$ cat config.mk
export PLATFORM = sky130hd
export DESIGN_NAME = pli_cell
export DESIGN_NICKNAME = d
export VERILOG_FILES = /design/src/pli_pkg.sv /design/src/pli_cell.sv
export SDC_FILE = /design/constraint.sdc
export NUM_CORES = 1
export LEC_CHECK = 0
export BUFFER_PORTS_ARGS = -buffer_cell sky130_fd_sc_hd__buf_2
export CAP_MARGIN = 20
export CORE_MARGIN = 1
export CORE_UTILIZATION = 51
export CTS_CLUSTER_SIZE = 30
export DETAILED_ROUTE_END_ITERATION = 10
export PLACE_DENSITY = 0.82
export SLEW_MARGIN = 20
export SYNTH_ARGS = -nofsm -noshare
export SYNTH_HDL_FRONTEND = slang
export SYNTH_SLANG_ARGS = --single-unit
$ cat constraint.sdc
create_clock -name clk -period 3.39 [get_ports clk]
set_clock_uncertainty 0.05 [all_clocks]
set_input_delay 0.678 -clock clk [delete_from_list [all_inputs] [get_ports clk]]
set_output_delay 0.678 -clock clk [all_outputs]
set_load 0.02 [all_outputs]
$ cat src/pli_pkg.sv
`timescale 1ns / 1ps
`default_nettype none
// ----------------------------------------------------------------------------
// pli_pkg: palette lookup/insert shared types
// Colour width and the search token that walks the row of palette cells.
// ----------------------------------------------------------------------------
package pli_pkg;

	localparam int COLOR_W   = 24;  // {red, green, blue}
	localparam int TOK_IDX_W = 8;   // wide enough for the deepest palette (256)

	// Search token handed from cell to cell
	typedef struct packed {
		logic                 valid;  // token present in this slot
		logic [COLOR_W-1:0]   colour; // colour searched for
		logic                 done;   // matched or stored further up the row
		logic                 added;  // stored as a new entry
		logic [TOK_IDX_W-1:0] idx;    // index of match or new entry
	} tok_t;

endpackage : pli_pkg
`default_nettype wire

$ cat src/pli_cell.sv
`timescale 1ns / 1ps
`default_nettype none
// ----------------------------------------------------------------------------
// pli_cell: one palette entry
// Holds a colour, compares it with the passing token, stores the colour when
// it is the first free slot, and registers the token for the next cell.
// ----------------------------------------------------------------------------
module pli_cell #(
	parameter int IDX   = 0,
	parameter int CNT_W = 8
) (
	input  wire                clk,
	input  wire                arst_n,
	input  wire [CNT_W-1:0]    entry_count,
	input  wire pli_pkg::tok_t tok_in,
	output pli_pkg::tok_t      tok_out
);
	import pli_pkg::*;

	logic [COLOR_W-1:0] entry_q;
	tok_t               tok_q;
	tok_t               tok_nxt;
	logic               live;
	logic               hit;
	logic               wr;

	// entries below entry_count are in use; the one at entry_count is free
	assign live = tok_in.valid && !tok_in.done;
	assign hit  = live && (CNT_W'(IDX) < entry_count) && (entry_q == tok_in.colour);
	assign wr   = live && (CNT_W'(IDX) == entry_count);

	always_comb begin
		tok_nxt = tok_in;
		if (hit) begin
			tok_nxt.done = 1'b1;
			tok_nxt.idx  = TOK_IDX_W'(IDX);
		end else if (wr) begin
			tok_nxt.done  = 1'b1;
			tok_nxt.added = 1'b1;
			tok_nxt.idx   = TOK_IDX_W'(IDX);
		end
	end

	always_ff @(posedge clk or negedge arst_n) begin
		if (!arst_n) begin
			tok_q <= '0;
		end else begin
			tok_q <= tok_nxt;
		end
	end

	always_ff @(posedge clk) begin
		if (wr) begin
			entry_q <= tok_in.colour;
		end
	end

	assign tok_out = tok_q;

endmodule : pli_cell
`default_nettype wire

==> results by group <==
Status
  • Outcome: complete, no violations

Setup path
  • FF-to-FF Start: entry_q[13]$_DFFE_PP_
  • CP Max Fanout: 24
  • Crit start category: input pin
  • Critical path class: in2reg
  • Launch point of the worst path: entry_count[7]
  • Crit end category: register
  • Worst Path Required: 3300 ps
  • Cell count of the worst reg-to-reg path: 4
  • Worst Path Arrival: 2060 ps

Route
  • WL per Instance: 14.04 µm
  • WL final: 3.637 mm
  • Post-route ant nets: 0
  • Drt drc: 0
  • Via/cell ratio: 4.749
  • Initial DRC count: 24
  • TritonRoute pass-1 iters: 4
  • Via Count: 1,230

Pwr
  • Clock power share: 36.9%
  • Pint: 0.001094 W
  • Pleak: 1.175 nW
  • Pwr/cell area: 533.7 mW/mm²
  • P_sw: 0.0003160 W
  • Combinational power share: 8.5%
  • Max IR drop VDD: 0.3619 mV
  • Seq pwr share: 54.6%
  • Switching Share: 22.41%

Flow run
  • Max Cap Viol: 0

STA
  • Actual slew at the worst max-slew pin: 762.0 ps
  • RSZ-0062 raised after global routing: false
  • Final setup fails: 0
  • Max_slew headroom: 48.78%
  • Setup TNS Final: 0 ps
  • Final hold violations: 0
  • Worst setup margin: 1236 ps
  • Fin. max-slew vios: 0
  • Fmax: 0.4644 GHz
  • Tcrit/Tclk final: 63.53%
  • Period minus WS final: 2154 ps

Placement
  • Port bufs: 79
  • Worst slack, placed: 886.6 ps
  • Placed instance area: 0.002479 mm²
  • GP Congestion: 0.8889

GRT
  • Vias in the first global route: 1,235
  • Initial antenna violation count: 0
  • Grt total ovfl: 0
  • GRT Total Usage: 20.09%
  • First-pass GRT wire length: 5.823 mm
  • Pin count of the biggest net entering global routing: 36

Floorplanning
  • Initial Util: 54.14%
  • IO Pins: 80
  • Die W: 65.04 µm
  • Die Area: 0.004230 mm²
  • Core area: 0.003744 mm²
  • Row Count: 22
  • Die height: 65.04 µm

Clocking
  • Cts repair resizes: 0
  • Hold buffers post-CTS: 0
  • Max Root-Sink Buffers: 2
  • CTS root buf: clkbuf_8
  • Clock sink total: 59
  • H-tree depth: 3
  • CTS tree: done
  • Skew-Pair Late Insertion Delay: 320 ps
  • Total CTS buffers: 9
  • Postcts setup bufs: 0
  • Worst-path clk slew: 60 ps

Final layout
  • Nets: 251
  • Layout Cell Area excl Fill: 0.002643 mm²
  • Layout cells sized above 1: 46.92%
  • P&R area growth vs syn: 30.37%
  • Number of diodes: 0

Yosys
  • Syn Inst Count: 117
  • Ys Warns: 0
  • Synthesized Nets: 162
  • Sequential area share after synthesis: 78.77%
  • Mapped Area: 0.002027 mm²
  • Synth unique cells: 19
  • Avg Inst Size Synth: 17.32 µm²
  • Number of synthesized register bits: 59

Worst hold path
  • Worst Hold Class: in2async
[per-stage QoR]
stage          cells  power [W]  utilization [%]  hold WS, ps
2_1_floorplan    117  0.0008359                -        332.4
6_report         259   0.001410            70.59        370.5
3_5_place_dp     243  0.0009061            66.21        692.0
3_3_place_gp     243  0.0009011            66.21        667.5
5_1_grt          259   0.001473            70.59        428.0
4_1_cts          259   0.001426            70.59        393.8
[worst max-delay path, cell delays in order]
cell	delay (ps)
buf_2	110
nor4_2	320
nand4b_1	400
inv_2	540
[layout by cell type, fill, tap and decap left out, drive strengths merged]
master	n
edfxtp	24
clkinv	3
nand4	5
clkbuf	13
buf	79
xnor2	23
nand4b	1
nand3	1
nor3	1
nor4	3
nand2	8
a21o	1
nand2b	1
inv	2
xor2	1
or2b	1
dfrtp	35
a21oi	8
a2111o	1
[Yosys cell counts]
cell type	instances	area share (%)
inv_2	1	0.19
a21oi_1	8	2.0
a2111o_1	1	0.56
clkbuf_1	1	0.19
xor2_1	1	0.43
nor4_2	3	1.9
a21o_1	1	0.37
xnor2_1	23	9.9
nor3_4	1	0.80
nand2_1	8	1.5
or2b_2	1	0.43
nand3_1	1	0.25
dfrtp_1	35	43
nand4_1	4	1.2
inv_1	1	0.19
edfxtp_1	24	36
nand4_2	1	0.62
nand4b_1	1	0.43
nand2b_1	1	0.31
[state kept, by name, indices dropped and copies added (netlist names)]
signal   cells
tok_out     35
entry_q     24
[logic make-up after synthesis]
group	share of synthesized area, %
DFF	78.77
AOI/OAI and AO/OA	2.901
and+or+nand+nor	7.408
xor gates and xnor gates	10.37
buffers and inverters	0.5550
[power by group through the flow]
stage	registers, W	clock network, W	logic (W)
final	0.000771	0.000520	0.000120
after global routing	0.000772	0.000570	0.000131
after CTS	0.000771	0.000532	0.000122
after detailed placement	0.000784	0	0.000122
after global placement	0.000783	0	0.000118
after floorplan	0.000814	0	0.0000220
[final timing paths]
path,to,slack (ps)
min in group clk,tok_out[34]$_DFF_PN0_,440
setup / recovery,entry_q[19]$_DFFE_PP_,1240
hold / removal,tok_out[27]$_DFF_PN0_,370
max in group asynchronous,tok_out[2]$_DFF_PN0_,2430
hold reg to reg,tok_out[0]$_DFF_PN0_,710
setup reg to reg,tok_out[3]$_DFF_PN0_,1620
[layout make-up]
class | count | area (µm²)
sequential | 59 | 1597
fill | 276 | 1101
multi-input combinational | 55 | 419.2
timing repair buffer | 79 | 395.4
clock buffer | 13 | 148.9
tap | 48 | 60.06
clock inverter | 3 | 15.01
inverter | 2 | 7.507
[per-layer routing]
layer	routed length (µm)	track usage, %	up-vias
met5	0	0	-
met2	1954	32.16	47
met4	81	11.41	0
met3	201	7.394	9
met1	1400	23.28	588
li1	-	-	586
Note: power is estimated with default switching activity, not from simulation.
